## src/hdl/hsv2rgb_pkg.sv

```systemverilog
// ----------------------------------------------------------------------------
// hsv2rgb_pkg
// Shared types, constants and the divide-by-255 helper of the HSV to RGB
// converter.
// ----------------------------------------------------------------------------
`default_nettype none

package hsv2rgb_pkg;

  // Channel byte width and full-scale code
  localparam int unsigned CHAN_W   = 8;
  localparam int unsigned CHAN_MAX = 255;

  // Width of a pre-division rounding word: up to 255*255 + 127
  localparam int unsigned RND_W = 17;

  // Bias that turns round(x/255) into floor((x + 127)/255)
  localparam logic [RND_W-1:0] ROUND_BIAS = 17'd127;

  // Hexcone sector, named by the hue span it covers
  typedef enum logic [2:0] {
    SEC_R_TO_Y = 3'd0,
    SEC_Y_TO_G = 3'd1,
    SEC_G_TO_C = 3'd2,
    SEC_C_TO_B = 3'd3,
    SEC_B_TO_M = 3'd4,
    SEC_M_TO_R = 3'd5
  } sector_e;

  // Rounded channel terms handed to the channel select stage
  typedef struct packed {
    logic [CHAN_W-1:0] p;
    logic [CHAN_W-1:0] q;
    logic [CHAN_W-1:0] t;
    logic [CHAN_W-1:0] v;
  } pqt_t;

  // floor(z/255) for z below 255*256, so the quotient fits a byte; no divider:
  // (z + 1 + (z >> 8)) >> 8
  function automatic logic [CHAN_W-1:0] div255(input logic [RND_W-1:0] z);
    logic [RND_W-1:0] sum;
    sum = z + {8'd0, z[RND_W-1:8]} + 17'd1;
    return sum[15:8];
  endfunction

endpackage

`default_nettype wire

```

## src/hdl/hsv2rgb_sector.sv

```systemverilog
// ----------------------------------------------------------------------------
// hsv2rgb_sector
// Input stage: scales hue by six and splits it into sector and fraction.
// ----------------------------------------------------------------------------
`default_nettype none

module hsv2rgb_sector #(
  parameter int unsigned HUE_BITS = 16
) (
  input  wire logic                 clk_i,
  input  wire logic                 rst_ni,
  input  wire logic                 valid_i,
  input  wire logic [HUE_BITS-1:0]  hue_i,
  input  wire logic [7:0]           sat_i,
  input  wire logic [7:0]           val_i,
  output logic                      valid_o,
  output hsv2rgb_pkg::sector_e      sector_o,
  output logic [HUE_BITS-1:0]       frac_o,
  output logic [7:0]                sat_o,
  output logic [7:0]                val_o
);
  import hsv2rgb_pkg::*;

  logic [HUE_BITS+2:0] scaled;
  logic                valid_q;
  sector_e             sector_q;
  logic [HUE_BITS-1:0] frac_q;
  logic [7:0]          sat_q;
  logic [7:0]          val_q;

  // hue * 6 as 4*hue + 2*hue
  assign scaled = {1'b0, hue_i, 2'b00} + {2'b00, hue_i, 1'b0};

  // valid bit
  always_ff @(posedge clk_i or negedge rst_ni) begin
    if (!rst_ni) begin
      valid_q <= 1'b0;
    end else begin
      valid_q <= valid_i;
    end
  end

  // payload, integer part is the sector
  always_ff @(posedge clk_i) begin
    sector_q <= sector_e'(scaled[HUE_BITS+2:HUE_BITS]);
    frac_q   <= scaled[HUE_BITS-1:0];
    sat_q    <= sat_i;
    val_q    <= val_i;
  end

  assign valid_o  = valid_q;
  assign sector_o = sector_q;
  assign frac_o   = frac_q;
  assign sat_o    = sat_q;
  assign val_o    = val_q;

endmodule

`default_nettype wire

```

## src/hdl/hsv2rgb_terms.sv

```systemverilog
// ----------------------------------------------------------------------------
// hsv2rgb_terms
// Five-stage datapath forming the rounded p, q and t bytes.
// ----------------------------------------------------------------------------
`default_nettype none

module hsv2rgb_terms #(
  parameter int unsigned HUE_BITS = 16
) (
  input  wire logic                 clk_i,
  input  wire logic                 rst_ni,
  input  wire logic                 valid_i,
  input  wire hsv2rgb_pkg::sector_e sector_i,
  input  wire logic [HUE_BITS-1:0]  frac_i,
  input  wire logic [7:0]           sat_i,
  input  wire logic [7:0]           val_i,
  output logic                      valid_o,
  output hsv2rgb_pkg::sector_e      sector_o,
  output hsv2rgb_pkg::pqt_t         terms_o
);
  import hsv2rgb_pkg::*;

  localparam int unsigned MW = HUE_BITS + 8;   // S*fr and 255*F - S*fr
  localparam int unsigned NW = HUE_BITS + 16;  // V * m
  localparam logic [MW-1:0] FULL = MW'(255) << HUE_BITS;
  localparam logic [NW-1:0] HALF = NW'(1) << (HUE_BITS - 1);

  // valid bits, one per stage
  logic [4:0] vld_q;

  // stage 1: S * fr
  logic [MW-1:0] sf_q;
  logic [7:0]    pd1_q, val1_q;
  sector_e       sec1_q;
  // stage 2: q and t numerators
  logic [MW-1:0] mq_q, mt_q;
  logic [7:0]    pd2_q, val2_q;
  sector_e       sec2_q;
  // stage 3: products with V
  logic [NW-1:0] nq_q, nt_q;
  logic [15:0]   np_q;
  logic [7:0]    val3_q;
  sector_e       sec3_q;
  // stage 4: scaled back and biased for the final divide
  logic [NW-1:0]    nq_rnd, nt_rnd;
  logic [RND_W-1:0] zq_q, zt_q, zp_q;
  logic [7:0]       val4_q;
  sector_e          sec4_q;
  // stage 5: bytes
  pqt_t    terms_q;
  sector_e sec5_q;

  assign nq_rnd = nq_q + HALF;
  assign nt_rnd = nt_q + HALF;

  // valid shift line
  always_ff @(posedge clk_i or negedge rst_ni) begin
    if (!rst_ni) begin
      vld_q <= '0;
    end else begin
      vld_q <= {vld_q[3:0], valid_i};
    end
  end

  // datapath
  always_ff @(posedge clk_i) begin
    // stage 1
    sf_q   <= MW'(sat_i) * MW'(frac_i);
    pd1_q  <= 8'(CHAN_MAX) - sat_i;
    val1_q <= val_i;
    sec1_q <= sector_i;
    // stage 2: mq = 255F - S*fr, mt = (255-S)*F + S*fr
    mq_q   <= FULL - sf_q;
    mt_q   <= (MW'(pd1_q) << HUE_BITS) + sf_q;
    pd2_q  <= pd1_q;
    val2_q <= val1_q;
    sec2_q <= sec1_q;
    // stage 3
    nq_q   <= NW'(val2_q) * NW'(mq_q);
    nt_q   <= NW'(val2_q) * NW'(mt_q);
    np_q   <= 16'(val2_q) * 16'(pd2_q);
    val3_q <= val2_q;
    sec3_q <= sec2_q;
    // stage 4: round away the fraction bits, then bias for div255
    zq_q   <= {1'b0, nq_rnd[NW-1:HUE_BITS]} + ROUND_BIAS;
    zt_q   <= {1'b0, nt_rnd[NW-1:HUE_BITS]} + ROUND_BIAS;
    zp_q   <= {1'b0, np_q} + ROUND_BIAS;
    val4_q <= val3_q;
    sec4_q <= sec3_q;
    // stage 5
    terms_q.p <= div255(zp_q);
    terms_q.q <= div255(zq_q);
    terms_q.t <= div255(zt_q);
    terms_q.v <= val4_q;
    sec5_q    <= sec4_q;
  end

  assign valid_o  = vld_q[4];
  assign sector_o = sec5_q;
  assign terms_o  = terms_q;

  // no term exceeds the value byte
  a_p_le_v: assert property (@(posedge clk_i) disable iff (!rst_ni)
    valid_o |-> terms_o.p <= terms_o.v)
    else $error("p term above value");
  a_q_le_v: assert property (@(posedge clk_i) disable iff (!rst_ni)
    valid_o |-> terms_o.q <= terms_o.v)
    else $error("q term above value");
  a_t_le_v: assert property (@(posedge clk_i) disable iff (!rst_ni)
    valid_o |-> terms_o.t <= terms_o.v)
    else $error("t term above value");

endmodule

`default_nettype wire

```

## src/hdl/hsv_to_rgb_converter.sv

```systemverilog
// ----------------------------------------------------------------------------
// hsv_to_rgb_converter
// Fixed-point HSV to 8-bit RGB conversion, fully pipelined.
// ----------------------------------------------------------------------------
// Usage:
//   Input channel: drive hue_i, saturation_i and brightness_i with start high;
//   the transfer happens at each rising edge where start is high and busy is
//   low. busy is always low, so one color can enter every clock.
//   Output channel: done_o pulses for one cycle with red_o, green_o, blue_o
//   valid in that cycle. The receiver cannot stall; results are not held.
//   Path: an accepted color is registered through the sector split, five
//   arithmetic stages and the channel select before done_o.
//   Throughput: one color per cycle, set by the single-issue pipeline.
//   Reset: rst_ni clears all valid bits; items in flight are dropped and no
//   strobe follows until new items are accepted.
//   hue_i is a fraction of a full turn, value / 2^HUE_BITS.
// ----------------------------------------------------------------------------
`default_nettype none

module hsv_to_rgb_converter #(
  parameter int unsigned HUE_BITS = 16
) (
  input  wire logic                clk_i,
  input  wire logic                rst_ni,
  input  wire logic                start,
  output logic                     busy,
  input  wire logic [HUE_BITS-1:0] hue_i,
  input  wire logic [7:0]          saturation_i,
  input  wire logic [7:0]          brightness_i,
  output logic                     done_o,
  output logic [7:0]               red_o,
  output logic [7:0]               green_o,
  output logic [7:0]               blue_o
);
  import hsv2rgb_pkg::*;

  logic                s1_valid;
  sector_e             s1_sector;
  logic [HUE_BITS-1:0] s1_frac;
  logic [7:0]          s1_sat, s1_val;
  logic                tm_valid;
  sector_e             tm_sector;
  pqt_t                tm_terms;
  logic [7:0]          red_d, green_d, blue_d;
  logic [7:0]          red_q, green_q, blue_q;
  logic                done_q;

  // pipeline never holds off a transfer
  assign busy = 1'b0;

  hsv2rgb_sector #(.HUE_BITS(HUE_BITS)) u_sector (
    .clk_i    (clk_i),
    .rst_ni   (rst_ni),
    .valid_i  (start & ~busy),
    .hue_i    (hue_i),
    .sat_i    (saturation_i),
    .val_i    (brightness_i),
    .valid_o  (s1_valid),
    .sector_o (s1_sector),
    .frac_o   (s1_frac),
    .sat_o    (s1_sat),
    .val_o    (s1_val)
  );

  hsv2rgb_terms #(.HUE_BITS(HUE_BITS)) u_terms (
    .clk_i    (clk_i),
    .rst_ni   (rst_ni),
    .valid_i  (s1_valid),
    .sector_i (s1_sector),
    .frac_i   (s1_frac),
    .sat_i    (s1_sat),
    .val_i    (s1_val),
    .valid_o  (tm_valid),
    .sector_o (tm_sector),
    .terms_o  (tm_terms)
  );

  // channel order per hexcone sector
  always_comb begin
    case (tm_sector)
      SEC_R_TO_Y: begin
        red_d = tm_terms.v; green_d = tm_terms.t; blue_d = tm_terms.p;
      end
      SEC_Y_TO_G: begin
        red_d = tm_terms.q; green_d = tm_terms.v; blue_d = tm_terms.p;
      end
      SEC_G_TO_C: begin
        red_d = tm_terms.p; green_d = tm_terms.v; blue_d = tm_terms.t;
      end
      SEC_C_TO_B: begin
        red_d = tm_terms.p; green_d = tm_terms.q; blue_d = tm_terms.v;
      end
      SEC_B_TO_M: begin
        red_d = tm_terms.t; green_d = tm_terms.p; blue_d = tm_terms.v;
      end
      default: begin
        red_d = tm_terms.v; green_d = tm_terms.p; blue_d = tm_terms.q;
      end
    endcase
  end

  // output strobe
  always_ff @(posedge clk_i or negedge rst_ni) begin
    if (!rst_ni) begin
      done_q <= 1'b0;
    end else begin
      done_q <= tm_valid;
    end
  end

  // output payload
  always_ff @(posedge clk_i) begin
    red_q   <= red_d;
    green_q <= green_d;
    blue_q  <= blue_d;
  end

  assign done_o  = done_q;
  assign red_o   = red_q;
  assign green_o = green_q;
  assign blue_o  = blue_q;

  // one channel always carries the value byte of the matching input
  a_v_present: assert property (@(posedge clk_i) disable iff (!rst_ni)
    done_o |-> (red_o == $past(brightness_i, 7)) || (green_o == $past(brightness_i, 7))
               || (blue_o == $past(brightness_i, 7)))
    else $error("no channel equals brightness");
  // no channel above the value byte
  a_v_max: assert property (@(posedge clk_i) disable iff (!rst_ni)
    done_o |-> red_o <= $past(brightness_i, 7) && green_o <= $past(brightness_i, 7)
               && blue_o <= $past(brightness_i, 7))
    else $error("channel above brightness");
  // zero saturation gives gray
  a_gray: assert property (@(posedge clk_i) disable iff (!rst_ni)
    done_o && $past(saturation_i == 8'd0, 7) |-> red_o == green_o && green_o == blue_o)
    else $error("gray input not gray");

endmodule

`default_nettype wire
```

## config.mk

```make
export PLATFORM = sky130hd
export DESIGN_NAME = hsv_to_rgb_converter
export DESIGN_NICKNAME = d
export VERILOG_FILES = /design/src/hdl/hsv2rgb_pkg.sv /design/src/hdl/hsv2rgb_sector.sv /design/src/hdl/hsv2rgb_terms.sv /design/src/hdl/hsv_to_rgb_converter.sv
export SDC_FILE = /design/constraint.sdc
export NUM_CORES = 2
export LEC_CHECK = 0
export BUFFER_PORTS_ARGS = -buffer_cell sky130_fd_sc_hd__buf_2
export CAP_MARGIN = 20
export CORE_UTILIZATION = 34
export DETAILED_ROUTE_END_ITERATION = 6
export GPL_ROUTABILITY_DRIVEN = 1
export PLACE_DENSITY = 0.52
export SLEW_MARGIN = 20
export SYNTH_ARGS = -nofsm -noshare
export SYNTH_HDL_FRONTEND = slang
export SYNTH_SLANG_ARGS = --single-unit
```

## constraint.sdc

```tcl
create_clock -name clk_i -period 9.25 [get_ports clk_i]
set_input_delay 0.925 -clock clk_i [delete_from_list [all_inputs] [get_ports clk_i]]
set_output_delay 0.925 -clock clk_i [all_outputs]
set_load 0.05 [all_outputs]
```

# Word-level counts from Yosys, hierarchy flattened
# Cells that the tools add are included.
[word_totals]
regBits = 364
latchBits = 0
ram_bits = 0
mem_bits_ro = 0
in_bits = 35
out_inout_bits = 26
word_cells = 65
memories = 0
[classes]
addsub = 15
n_mul = 4
div = 0
n_lt_le_gt_ge = 0
eq_ne = 4
shift = 0
muxes = 3
bitwise_logic = 0
n_reduce_logical = 5
[op_table]
columns = ["operator", "n"]
rows = [
  ["8-bit case mux with 3 select lines", 3],
  ["32-bit by 16-bit adder with 32-bit output (second input constant)", 2],
  ["8-bit by 24-bit multiplier with 32-bit output", 2],
  ["16-bit by 7-bit adder with 17-bit output (second input constant)", 3],
  ["16-bit by 1-bit adder with 16-bit output (second input constant)", 3],
  ["16-bit by 9-bit adder with 16-bit output", 3],
  ["24-bit adder", 1],
  ["8-bit by 16-bit multiplier with 24-bit output", 1],
  ["24-bit subtractor (first input constant)", 1],
  ["18-bit by 17-bit adder with 19-bit output", 1],
  ["8-bit by 8-bit multiplier with 16-bit output", 1],
  ["2-bit OR reduction", 4],
  ["8-bit subtractor (first input constant)", 1],
  ["3-bit by 2-bit == test with 1-bit output (second input constant)", 2],
  ["3-bit by 1-bit == test with 1-bit output (second input constant)", 1],
  ["3-bit == test (second input constant)", 1],
  ["3-bit zero test", 1],
]

# Depth between registers and ports, before layout
[logic_depth]
ltp_word = 3
depth_mapped = 21
ltp_nobuf = 19

# Hierarchy
# From an unflattened synthesis, not the netlist that was laid out.
[unflattened]
hier_cells = 2926
hier_area_um2 = 28553.6
[modules_own_cells]
columns = ["mod", "n_inst", "cells_each", "area_each_um2", "seq_area_each_um2"]
rows = [
  ["hsv2rgb_terms", 1, 2611, 25470.7, 5470.2],
  ["hsv_to_rgb_converter", 1, 170, 1577.8, 505.5],
  ["hsv2rgb_sector", 1, 145, 1505.2, 705.7],
]

# Least setup slack after synthesis
# OpenSTA, ideal clock, no wires.
[synth_timing]
path_type = "reg2reg"
start = "register u_terms.val2_q[5]"
end = "register u_terms.nt_q[28]"
setup_ns = 0.072
t_arrival_ns = 4.705
setup_slack_ns = 4.472
stages_incl_launch_ff = 20
path_buffers = 2
period_less_slack_ns = 4.778
cell_sequence = "dfxtp_1 clkbuf_1 clkbuf_1 and2_1 fa_1 fa_1 fa_1 inv_1 fa_1 inv_1 ha_1 a211o_1 a21oi_1 o211ai_2 nand3_1 a31oi_1 or2_1 o31a_1 a21oi_2 xnor2_1"
[synth_between]
elab_chain_cells = 1
[synth_rtl]
columns = ["item", "line_no", "source"]
rows = [
  ["start: declaration", "hsv2rgb_terms.sv:37", "logic [7:0] pd2_q, val2_q;"],
  ["start signal: assignment", "hsv2rgb_terms.sv:76", "val2_q <= val1_q;"],
  ["8-bit by 24-bit multiplier with 32-bit output", "hsv2rgb_terms.sv:80", "nt_q <= NW'(val2_q) * NW'(mt_q);"],
  ["end signal: assignment", "hsv2rgb_terms.sv:80", ""],
  ["end: declaration", "hsv2rgb_terms.sv:40", "logic [NW-1:0] nq_q, nt_q;"],
]
# Every way passes these cells.

# Worst setup path after layout
[layout_timing]
start = "register u_terms.val2_q[3]"
end = "register u_terms.nq_q[27]"
[layout_between]
elab_chain_cells = 1
[layout_rtl]
columns = ["item", "line_no", "source"]
rows = [
  ["8-bit by 24-bit multiplier with 32-bit output", "hsv2rgb_terms.sv:79", "nq_q <= NW'(val2_q) * NW'(mq_q);"],
  ["end signal: assignment", "hsv2rgb_terms.sv:79", ""],
  ["end: declaration", "hsv2rgb_terms.sv:40", ""],
]
# Every way passes these cells.

==> impl_results.md <==
* Status: complete, no violations
* Post-synth cell types at 76
* Post-synth net total at 3494
* CP startpoint: u_terms.val2_q[3]$_DFF_P_
* Number of H-tree levels at 2
* Flop-to-flop setup slack at 3.64 ns
* Initial antenna violation count at 1
* Number of synthesized flops with an enable pin at 0
* Clk slew on worst S/H paths at 0.06 ns
* HP Class: input port to async pin
* Area growth from synthesis to layout at 10.5%
* CP arrival at 6.12 ns
* Die area at 82000 um2
* Core area at 79500 um2
* Final hold vios at 0
* First-pass GRT wire length at 101000 um
* CTS max path bufs at 3
* Vias at 18430
* Starting Density at 0.346
* Hold Buf Count CTS at 0
* Final #Nets at 3526
* RR Startpoint: u_terms.val2_q[3]$_DFF_P_
* Final setup viols at 0
* Worst Tran Pin Value at 0.987 ns
* Total track usage at 0.153
* Setup tns final at 0 ns
* DP HPWL at 46500 um
* FFs w/ async S/R, synth at 0.0213
* Vias in the first global route at 19525
* Overall routed net length at 59800 um
* # clock sinks at 329
* Clock Skew at 0.0212 ns
* I/O Pins at 61
* CTS Root Cell: clkbuf_16
* RSZ-0062 raised after global routing: no
* Final WS setup at 3.64 ns
* Maxcap violations at 0
* Antenna viol nets, final at 0
* DR iter-0 viols at 646
* Post-CTS Repair Setup Buffers at 0
* Worst Path Max Fanout at 33
* Vias per cell at 4.63
* GRT overflow at 0
* Slew Limit Fails at 0
* Share of layout cells above drive strength 1 at 0.0670
* Port bufs at 59
* Max Clk Rate at 0.178 GHz
* Final worst-path cycle share at 0.607
* Syn_area_per_cell at 9.60 um2
* Pre-CTS setup slack at 3.65 ns
* Post-layout min period at 5.61 ns
* Synth Instances at 2864
* Post-synthesis register bit count at 329
* Die Ht at 286 um
* CP endpoint: u_terms.nq_q[27]$_DFF_P_
* Die X at 286 um
* TritonCTS buffer count at 43
* Wire per inst at 15.0 um
* Synth Cell Area at 27500 um2
* DR DRC count at 0
* Crit path launch type: flip-flop
* Clock latency at the later pin of the worst-skew pair at 0.58 ns
* Final GP Congestion at 0.777
* CP Class: flip-flop to flip-flop
* TritonCTS clock tree: done
* FF-to-FF path depth at 18
* Slew Limit Headroom at 0.336
* Final Core Density at 0.382
* # rows at 103
* Register area share after synthesis at 0.241
* Largest net degree at the start of global routing at 55
* Critical Path RT at 9.76 ns
* Synth warn at 0
* Drt pass-1 iters at 5
* Worst hold slack at 0.163 ns
* Post_cts resized at 0
* R2R Path End: u_terms.nq_q[27]$_DFF_P_
* CP Capture Type: flip-flop
* Main synth FF type: dfxtp_1
[logic make-up after synthesis]
family | synth area share
and+or+nand+nor | 0.178
adders and majority gates | 0.371
buffers and inverters | 0.0648
DFF | 0.241
AOI/OAI and AO/OA | 0.0726
xor gates and xnor gates | 0.0554
muxes | 0.0174
other | 0.000136
[cells in the mapped netlist (all sizes together) (16+ instances only)]
master	count	area [um2]
ha	229	2870
inv	387	1450
o21ai	71	359
clkbuf	70	263
o22ai	21	138
a21o	20	150
o21a	23	173
mux2i	22	220
xor2	53	464
nand3	36	190
nor2	98	378
and2	371	2320
mux2	23	259
fa	366	7330
nor2b	26	163
nand4	16	100
a21oi	89	449
xnor2	121	1060
nand2	277	1040
dfxtp	322	6450
nor3	41	205
[flip-flops by register name, indices dropped and copies added (netlist names), 15 cells and up]
name,flops
u_sector.frac_o,15
u_terms.mq_q,23
u_terms.zt_q,17
u_terms.np_q,16
u_terms.nq_q,17
u_terms.nt_q,17
u_terms.mt_q,22
u_terms.sf_q,23
u_terms.terms_o,32
u_terms.zq_q,17
u_terms.zp_q,17
[metrics by stage]
stage                     cells  cell area [um2]
after floorplan            2864            27500
after global placement     3901            28900
after detailed placement   3901            28900
after CTS                  3977            30400
after global routing       3977            30400
final                      3978            30400
[layout make-up]
type,count,area [um2]
fillers,7998,49100
multi-input cells,2064,19100
flip-flops and latches,329,6630
inverters,387,1450
well taps,1050,1310
clock buffers,53,1170
repair buffers,71,385
clock inverters,23,325
diodes,1,2.50
[how the worst min path moves through the flow]
stage                                      start                          to  slack [ns]
finish                                    rst_ni            done_o$_DFF_PN0_        0.16
global route                              rst_ni            done_o$_DFF_PN0_        0.15
floorplan           u_sector.sector_o[0]$_DFF_P_   u_terms.sec1_q[0]$_DFF_P_        0.31
global placement       u_terms.val3_q[1]$_DFF_P_   u_terms.val4_q[1]$_DFF_P_        0.31
detailed placement     u_terms.val4_q[3]$_DFF_P_  u_terms.terms_o[3]$_DFF_P_        0.31
CTS                                       rst_ni  u_terms.vld_q[4]$_DFF_PN0_        0.13
[per-layer routing]
layer	global-route usage	vias to the layer above	routed length (um)
li1	-	9151	-
met1	0.198	8970	28100
met2	0.266	236	28700
met3	0.0217	73	1960
met4	0.0366	0	1090
met5	0	-	0
[worst max-delay path, stage by stage (launching register included)]
cell and delay (ns):
dfxtp_2 0.60, buf_4 0.44, and2_1 0.22, fa_1 0.45
fa_1 0.51, fa_1 0.49, inv_1 0.05, fa_1 0.47
inv_1 0.04, ha_1 0.28, and3_1 0.22, a221o_1 0.36
a22o_1 0.19, a21o_1 0.24, a21o_1 0.23, a21oi_1 0.26
nand2b_1 0.15, a21oi_1 0.20, xnor2_1 0.13
[layout by cell type (no fill, tap or decap), types with 59 or more instances in the layout]
| master | n |
|---|---|
| a21oi_1 | 88 |
| and2_1 | 371 |
| buf_2 | 59 |
| dfxtp_1 | 313 |
| fa_1 | 366 |
| ha_1 | 229 |
| inv_1 | 387 |
| nand2_1 | 275 |
| nor2_1 | 96 |
| o21ai_0 | 63 |
| xnor2_1 | 121 |
Power is left out: the tool's default activity adds up to more than one toggle a clock period on the data nets, which glitch-free logic cannot reach.
